==> src/design/cms_pkg.sv <==
// Shared constants and types for the complex magnitude sorter.
package cms_pkg;

	localparam int MAX_ELEMENTS_DEF = 32;
	localparam int VALUE_WIDTH_DEF  = 32;
	localparam int FIELD_W          = 32;
	localparam int IDX_W            = 5;
	localparam int QUEUE_DEPTH      = 4;
	localparam int QPTR_W           = 2;
	localparam int QLVL_W           = 3;

	typedef struct packed {
		logic              empty;
		logic [QLVL_W-1:0] level;
	} q_stat_t;

endpackage

==> src/design/cms_queue.sv <==
// Short first-in first-out queue between the front and back ends.
module cms_queue #(
	parameter int WIDTH = 4 * cms_pkg::VALUE_WIDTH_DEF + cms_pkg::IDX_W + 1
) (
	input  logic             clk,
	input  logic             arst_n,
	input  logic             push,
	input  logic [WIDTH-1:0] push_data,
	input  logic             pop,
	output logic [WIDTH-1:0] pop_data,
	output cms_pkg::q_stat_t q_stat
);

	logic [WIDTH-1:0]              data_q [cms_pkg::QUEUE_DEPTH];
	logic [cms_pkg::QPTR_W-1:0]    wr_q;
	logic [cms_pkg::QPTR_W-1:0]    rd_q;
	logic [cms_pkg::QLVL_W-1:0]    level_q;

	// Advance pointers and track the fill level
	always_ff @(posedge clk or negedge arst_n) begin
		if (!arst_n) begin
			wr_q    <= '0;
			rd_q    <= '0;
			level_q <= '0;
		end else begin
			if (push) begin
				wr_q <= wr_q + cms_pkg::QPTR_W'(1);
			end
			if (pop) begin
				rd_q <= rd_q + cms_pkg::QPTR_W'(1);
			end
			case ({push, pop})
				2'b10:   level_q <= level_q + cms_pkg::QLVL_W'(1);
				2'b01:   level_q <= level_q - cms_pkg::QLVL_W'(1);
				default: level_q <= level_q;
			endcase
		end
	end

	// Store the pushed entry
	always_ff @(posedge clk) begin
		if (push) begin
			data_q[wr_q] <= push_data;
		end
	end

	assign pop_data     = data_q[rd_q];
	assign q_stat.empty = (level_q == '0);
	assign q_stat.level = level_q;

endmodule

==> config.mk <==
export PLATFORM = sky130hd
export DESIGN_NAME = cms_queue
export DESIGN_NICKNAME = d
export VERILOG_FILES = /design/src/design/cms_pkg.sv /design/src/design/cms_queue.sv
export SDC_FILE = /design/constraint.sdc
export NUM_CORES = 1
export LEC_CHECK = 0
export ABC_AREA = 0
export CAP_MARGIN = 20
export CORE_ASPECT_RATIO = 0.5
export CORE_MARGIN = 4
export CORE_UTILIZATION = 50
export CTS_CLUSTER_DIAMETER = 60
export DETAILED_ROUTE_END_ITERATION = 8
export DONT_BUFFER_PORTS = 1
export PLACE_DENSITY = 0.69
export SLEW_MARGIN = 10
export SYNTH_ARGS = -nofsm -noshare
export SYNTH_HDL_FRONTEND = slang
export SYNTH_SLANG_ARGS = --single-unit
==> constraint.sdc <==
create_clock -name clk -period 10.45 [get_ports clk]
set_input_delay 1.045 -clock clk [delete_from_list [all_inputs] [get_ports clk]]
set_output_delay 1.045 -clock clk [all_outputs]
set_load 0.03 [all_outputs]
==> metrics.cfg, run 1 <==
[logic_synthesis]
ys_warn_count = 0
synth_top_area_cell = edfxtp_1
synth_area_leaders = edfxtp_1 (82%), mux4_2 (15%), dfrtp_1 (0.89%)
syn_area_per_cell_um2 = 26.7
synth_top_cell_area_share_pct = 81.8
synth_cells = 736
ys_types = 17
netlist_area_mm2 = 0.0197
ys_seq_area_share_pct = 82.7
ys_ff_latch = 543
synthesis.nets = 880

[layout]
syn2layout_area_growth_pct = 11.6
layoutNonFillerInstCount = 1338
mostFrequentLayoutCell = edfxtp_1
layout_common_cells = edfxtp_1 (536), mux4_2 (134), clkbuf_16 (49)
num_antenna_cells = 0
stdcell_area_mm2 = 0.0220
layout-drive-gt1-share_pct = 27.5
num-nets-final = 914
fin_util_pct = 56.5

[setup_path]
cp-endpoint = pop_data[31]
ff2ff_setup_slack_ns = 7.95
cp_max_fo = 43
cp_common_cell = buf_4
cp-start-kind = flop
reg2reg_depth = 4
crit_arrival_ns = 3.53
critPathRequiredTime_ns = 9.41
worst_setup_path_end_kind = primary output
crit_cells = 3
path_class = reg -> out
reg2reg_from = wr_q[0]
slowest_stage = buf_4
crit_buf_inv = 2
slowest_delay_ns = 0.75
startpoint = rd_q[0]
cp_top_family = buffers and inverters
rr_endpoint = data_q[0][35]
crit_chain = buf_4 -> buf_4 -> mux4_2

[clocking]
postCtsSetupBuffers = 0
clock_latency_ns = 0.55
cts_tree = done
postCtsResizedCells = 0
cts.sinks = 543
numCtsBuffers = 47
root_buffer = clkbuf_16
cts_max_path_buffers = 3
cts_max_level = 2
holdBufCountCts = 0
clk_pin_slew_worst_paths_ns = 0.07

[power]
p_total_mw = 6.84
p_clk_share_pct = 26.0
p_sw_mw = 2.31
powerDensity_mw_per_mm2 = 311
p_comb_share_pct = 30.3
power.leakage_nw = 6.86
pwr-share-seq_pct = 43.6
ir_drop_mv = 0.224
power.internal_mw = 4.52
swShare_pct = 33.9

[sta]
skew_ns = 0.00905
hold_viol_final = 0
fin_crit_sh_pct = 43.8
rsz0062_at_grt = false
period_minus_slack_ns = 4.58
max-slew-margin-rel_pct = 38.2
fmax_mhz = 218
setup_tns_ns = 0
slew_viol_final = 0
setup_viol = 0
tightest_slew_ns = 0.927

[floorplan]
die_width_um = 289
num_rows = 51
fp.coreArea_mm2 = 0.0389
io_pins = 276
start_util_pct = 50.6
die-area_mm2 = 0.0428
die_y_um = 148

[grt]
first_global_vias = 8073
grt_overflow = 0
grt_pass1_wl_um = 53500
grt.total_usage_pct = 16.9
grt_max_degree = 76
antenna_found_initial = 0

[hold_path]
hp-class = in -> async

[place]
port_buffers = 0
place.gp.congestion = 0.754
dpl_cell_area_mm2 = 0.0203
placed_cells = 1250
hpwl_um = 21700

[detailed_routing]
wl_um = 35700
vias = 7650
viasPerCell = 5.72
ant_nets = 0
drt_iter0_drc = 720
drtPass1Iterations = 5
drt-wirelength-per-cell_um = 26.7
drcViolationCount = 0

[run_status]
status = complete, no violations

[flow_run]
maxCapViolations = 0

==> registers in the layout (all words and copies together), names as in the netlist <==
name	cells
rd_q	2
level_q	3
wr_q	2
data_q	536
==> cell families after synthesis <==
family,share of synthesized area (%)
AOI/OAI and AO/OA,0.0509
buffers and inverters,1.04
xor gates and xnor gates,0.267
DFF,82.7
muxes,15.3
and+or+nand+nor,0.229
adders and majority gates,0.420
==> power groups by stage <==
stage / logic (mW) / clock network, mW / registers [mW]
after floorplan: 1.78 / 0 / 3.01
after global placement: 2.04 / 0 / 3.07
after detailed placement: 2.07 / 0 / 3.09
after CTS: 2.07 / 1.82 / 3.04
after global routing: 2.17 / 1.93 / 3.02
final: 2.07 / 1.78 / 2.98
==> layer usage <==
layer	part of all wire, %	global-route usage [%]
met3	4.1	3.15
met5	0	0
met4	2.2	4.42
met1	39	22.2
met2	54	29.5
==> Yosys cell counts <==
cell	instances
and2_1	4
buf_2	16
buf_4	1
buf_6	6
clkbuf_1	7
dfrtp_1	7
edfxtp_1	536
fa_1	1
ha_1	5
inv_1	6
mux4_2	134
nand2_1	3
nor2_1	1
nor3_1	1
o21ai_0	2
xnor2_1	2
xor2_1	4
==> final cells by class <==
class	instances	area, um^2
repair buffers	15	193
clock buffers	63	1290
clock inverters	24	300
fillers	2730	16900
well taps	530	663
flip-flops and latches	543	16300
multi-input cells	157	3220
inverters	6	22.5
==> worst reg2reg max path, cell delays in order, from the launching register on <==
cell,delay [ns]
dfrtp_1,0.43
inv_1,0.11
ha_1,0.17
and2_4,0.55
buf_4,0.81
==> per-stage QoR <==
step	worst slack [ns]	hold WS, ns
6_report	5.87	0.181
5_1_grt	5.49	0.142
4_1_cts	5.68	0.150
3_5_place_dp	6.27	0.535
3_3_place_gp	6.30	0.510
2_1_floorplan	5.83	0.491
==> worst min path at each step <==
stage	startpoint	end	depth (start not counted)
4_1_cts	arst_n	level_q[0]	0
6_report	arst_n	level_q[0]	0
3_3_place_gp	wr_q[0]	wr_q[0]	1
5_1_grt	arst_n	level_q[0]	0
3_5_place_dp	wr_q[0]	wr_q[0]	1
2_1_floorplan	wr_q[0]	wr_q[0]	1
(Power assumes the default switching activity.)
==> inputs of run 2 (changes only) <==
- clock period: 10.45 -> 4.8 ns (I/O delays scaled with it)
==> run 2 against run 1 <==
Compared with the run above:
- total power increased by 120%
- first-iteration DRC count decreased by 13%
- global-route usage increased by 0.17 points
- die area unchanged
- register-to-register slack got worse by 5.4 ns
- flip-flop and latch count unchanged
- largest cell class unchanged
- largest power group unchanged
==> metrics.cfg, run 2 (synthesized netlist as in run 1, its figures left out) <==
[run_status]
status = complete, no violations

[grt]
grt_overflow = 0
grt_use_met1_pct = 21.1
grt_busiest_layer = met2
met2_usage_pct = 31.4
first_global_vias = 8528
grt.total_usage_pct = 17.0
grt_max_degree = 125
antenna_found_initial = 0
grt_use_met3_pct = 2.96
grt_pass1_wl_um = 54600

[detailed_routing]
ant_nets = 0
drt_iter0_drc = 629
drcViolationCount = 0
viasPerCell = 5.57
vias = 8085
drtPass1Iterations = 5
wl_um = 36900
drt-wirelength-per-cell_um = 25.4

[floorplan]
io_pins = 276
die-area_mm2 = 0.0428
start_util_pct = 50.6
die_y_um = 148
die_width_um = 289
fp.coreArea_mm2 = 0.0389
num_rows = 51

[power]
p_sw_mw = 5.04
powerDensity_mw_per_mm2 = 644
power.leakage_nw = 7.31
ir_drop_mv = 0.287
swShare_pct = 33.9
p_total_mw = 14.9
power.internal_mw = 9.82
p_comb_share_pct = 30.6
pwr-share-seq_pct = 44.1
p_clk_share_pct = 25.3

[layout]
num-nets-final = 1029
multiInputGateArea_mm2 = 0.00322
largest_register_ffs = 536
mostFrequentLayoutCell = edfxtp_1
num_antenna_cells = 0
largest_register = data_q
regArea_mm2 = 0.0163
fillers = 2645
layout_common_cells = edfxtp_1 (536), mux4_2 (134), dlygate4sd3_1 (120)
syn2layout_area_growth_pct = 17.3
layoutNonFillerInstCount = 1451
layout-drive-gt1-share_pct = 22.9
reg.largest.list = data_q x536, level_q x3

[setup_path]
cp-start-kind = flop
cp_max_fo = 56
critPathRequiredTime_ns = 4.32
crit_buf_inv = 1
path_class = reg -> out
cp_top_family = flip-flops
worst_setup_path_end_kind = primary output
slowest_stage = dfrtp_4
crit_arrival_ns = 2.70
crit_chain = buf_4 -> mux4_2
slowest_delay_ns = 1.01

[clocking]
numCtsBuffers = 46
cts.sinks = 543
cts_max_level = 2
postCtsResizedCells = 0
root_buffer = clkbuf_16
cts_tree = done
clock_latency_ns = 0.54
clk_pin_slew_worst_paths_ns = 0.07
cts_max_path_buffers = 3

[sta]
slew_viol_final = 0
fin_ws_ns = 1.62
skew_ns = 0.00766
whs_ns = 0.0328
setup_viol = 0
setup_tns_ns = 0
tightest_slew_ns = 0.931
fin_crit_sh_pct = 66.1
fmax_mhz = 315
hold_viol_final = 0
rsz0062_at_grt = false
max-slew-margin-rel_pct = 37.4
period_minus_slack_ns = 3.18

[place]
port_buffers = 0
hpwl_um = 21400
place.gp.congestion = 0.742
placed_cells = 1247
post-place-ws_ns = 2.16

[hold_path]
hp-class = in -> reg

[flow_run]
maxCapViolations = 0

run 2: worst reg2reg max path, cell delays in order, from the launching register on:
cell and delay, ns:
dfrtp_1 0.42, inv_1 0.10, ha_1 0.16, and2_4 0.69, buf_12 0.42
run 2: path summary, 6_finish.rpt:
path,from,endpoint,slack [ns],depth (start not counted)
max,rd_q[1],pop_data[75],1.62,2
min,push_data[128],data_q[3][128],0.03,0
max reg2reg,wr_q[0],data_q[2][66],2.59,4
min reg2reg,wr_q[0],wr_q[0],0.54,1
max in group asynchronous,arst_n,rd_q[0],4.24,1
min in group asynchronous,arst_n,wr_q[0],0.27,1
run 2: metrics by stage:
stage	utilization (%)	cell area, um^2
after global routing	59.4	23100
after detailed placement	52.4	20400
after floorplan	-	19700
after global placement	52.4	20400
final	59.4	23100
after CTS	58.6	22800
run 2: cell type report:
cell class,instances,area share (%)
Timing Repair Buffer,131,5.94
Sequential cell,543,70.5
Multi-Input combinational cell,157,13.9
Inverter,6,0.0976
Tap cell,530,2.87
Clock buffer,60,5.49
Clock inverter,24,1.13
run 2: timing repair:
action / CTS / global route
setup buffers: 0 / 0
hold buffers: 91 / 29
setup endpoints to repair: 0 / 0
hold endpoints to repair: 301 / 62
run 2: power groups by stage:
stage               logic, mW  clock network, mW  registers, mW
floorplan                3.87                  0           6.56
global placement         4.52                  0           6.62
detailed placement       4.55                  0           6.67
CTS                      4.65               3.87           6.57
global route             4.76               4.07           6.63
finish                   4.54               3.77           6.55
run 2: per-layer routing:
| metal | wire (um) | up-vias |
|---|---|---|
| met5 | 0 | - |
| met4 | 902 | 0 |
| met3 | 1360 | 64 |
| met2 | 20700 | 203 |
| met1 | 13900 | 4337 |
| li1 | - | 3481 |
==> inputs of run 3 (changes only) <==
- clock period: 4.8 -> 3.2 ns (I/O delays scaled with it)
==> run 3 against run 2 <==
Compared with the run above:
- count of clock-buffer cells in the layout unchanged
- flip-flop and latch count unchanged
- register-to-register slack got worse by 1.4 ns
- non-clock buffer count increased by 24
- critical path type unchanged
==> metrics.cfg, run 3 (synthesized netlist as in run 1, its figures left out) <==
[setup_path]
slowest_stage = dfrtp_4
cp-start-kind = flop
crit_chain = buf_4 -> mux4_2
path_class = reg -> out
worst_setup_path_end_kind = primary output
cp_max_fo = 40
slowest_delay_ns = 0.87
crit_arrival_ns = 2.37
critPathRequiredTime_ns = 2.88

[sta]
setup_viol = 0
fmax_mhz = 372
hold_viol_final = 0
setup_tns_ns = 0
skew_ns = 0.0133
fin_ws_ns = 0.512
max-slew-margin-rel_pct = 39.0
tightest_slew_ns = 0.908
fin_crit_sh_pct = 84.0
rsz0062_at_grt = false
period_minus_slack_ns = 2.69
slew_viol_final = 0

[detailed_routing]
drcViolationCount = 0
drt_iter0_drc = 447
ant_nets = 0
drtPass1Iterations = 4
vias = 8242
wl_um = 37500
viasPerCell = 5.58
drt-wirelength-per-cell_um = 25.3

[hold_path]
hp-class = in -> reg

[clocking]
cts_tree = done
cts_max_level = 2
clk_pin_slew_worst_paths_ns = 0.07
postCtsResizedCells = 0
clock_latency_ns = 0.55
numCtsBuffers = 46
cts_max_path_buffers = 3
root_buffer = clkbuf_16
cts.sinks = 543

[grt]
first_global_vias = 8896
grt_max_degree = 77
grt_overflow = 0
grt.total_usage_pct = 17.6
antenna_found_initial = 1
grt_pass1_wl_um = 56700

[power]
power.leakage_nw = 7.42
ir_drop_mv = 0.485
p_total_mw = 22.4
powerDensity_mw_per_mm2 = 958

[layout]
largest_register = data_q
reg.largest.list = data_q x536, level_q x3
layout-drive-gt1-share_pct = 23.7
largest_register_ffs = 536
mostFrequentLayoutCell = edfxtp_1
layoutNonFillerInstCount = 1478
syn2layout_area_growth_pct = 18.5
num-nets-final = 1053
stdcell_area_mm2 = 0.0233
layout_common_cells = edfxtp_1 (536), dlygate4sd3_1 (137), mux4_2 (134)

[place]
place.gp.congestion = 0.767
dpl_cell_area_mm2 = 0.0205
post-place-ws_ns = 1.10
port_buffers = 0
placed_cells = 1254
hpwl_um = 22700

[flow_run]
maxCapViolations = 0

[floorplan]
die_y_um = 148
die-area_mm2 = 0.0428
start_util_pct = 50.6
fp.coreArea_mm2 = 0.0389
die_width_um = 289
io_pins = 276
num_rows = 51

[run_status]
status = complete, no violations

==> run 3: changes by cell type in the layout (fill, tap and decap cells not counted), moves of 2 or more <==
cell,previous run,this run
dlygate4sd3_1,120,137
buf_12,7,12
clkinv_2,3,8
bufinv_16,6,3
buf_4,4,6
clkbuf_1,11,9
clkbuf_8,0,2
clkinv_1,13,11
clkinv_4,1,3
==> run 3: final timing paths <==
kind                         start           end  slack (ns)  cells past startpoint
setup / recovery           rd_q[1]  pop_data[81]        0.51                      2
hold / removal                 pop    level_q[0]        0.07                      2
setup reg to reg           wr_q[1]  data_q[0][7]        1.18                      4
hold reg to reg            wr_q[0]       wr_q[0]        0.52                      1
max in group asynchronous   arst_n       rd_q[1]        2.81                      1
min in group asynchronous   arst_n    level_q[0]        0.10                      1
==> run 3: timing repair <==
action,CTS,global route
hold buffers,137,0
setup endpoints to repair,0,0
buffers inserted,0,0
hold endpoints to repair,547,0
==> run 3: critical path: cells and delay by family (launching register included) <==
| family | cells | cell delay (ns) |
|---|---|---|
| buffers and inverters | 1 | 0.43 |
| DFF | 1 | 0.87 |
| muxes | 1 | 0.48 |
==> run 3: per-layer routing <==
metal | global-route usage [%] | part of all wire [%]
met1 | 21.9 | 38
met2 | 32.1 | 56
met4 | 4.66 | 2.5
met3 | 3.35 | 3.6
met5 | 0 | 0
==> run 3: cell type report <==
cell class	count	area [um^2]
Sequential cell	543	16300
Multi-Input combinational cell	157	3220
Clock buffer	60	1290
Tap cell	530	663
Inverter	6	22.5
Fill cell	2619	15500
Antenna cell	1	2.50
Timing Repair Buffer	155	1660
Clock inverter	26	205
==> run 3: through the flow <==
step                      hold slack (ns)  utilization (%)
after detailed placement           0.0250             52.7
final                              0.0705             60.0
after global routing               0.0740             60.0
after global placement             0.0250             52.7
after floorplan                    0.0244                -
after CTS                          0.0414             60.0
==> run 3: power breakdown <==
group	internal, mW	leakage (nW)	switching [mW]
Sequential	9.29	5.00	0.468
Clock	3.09	0.732	2.42
Combinational	2.26	1.69	4.84
Total	14.6	7.42	7.72
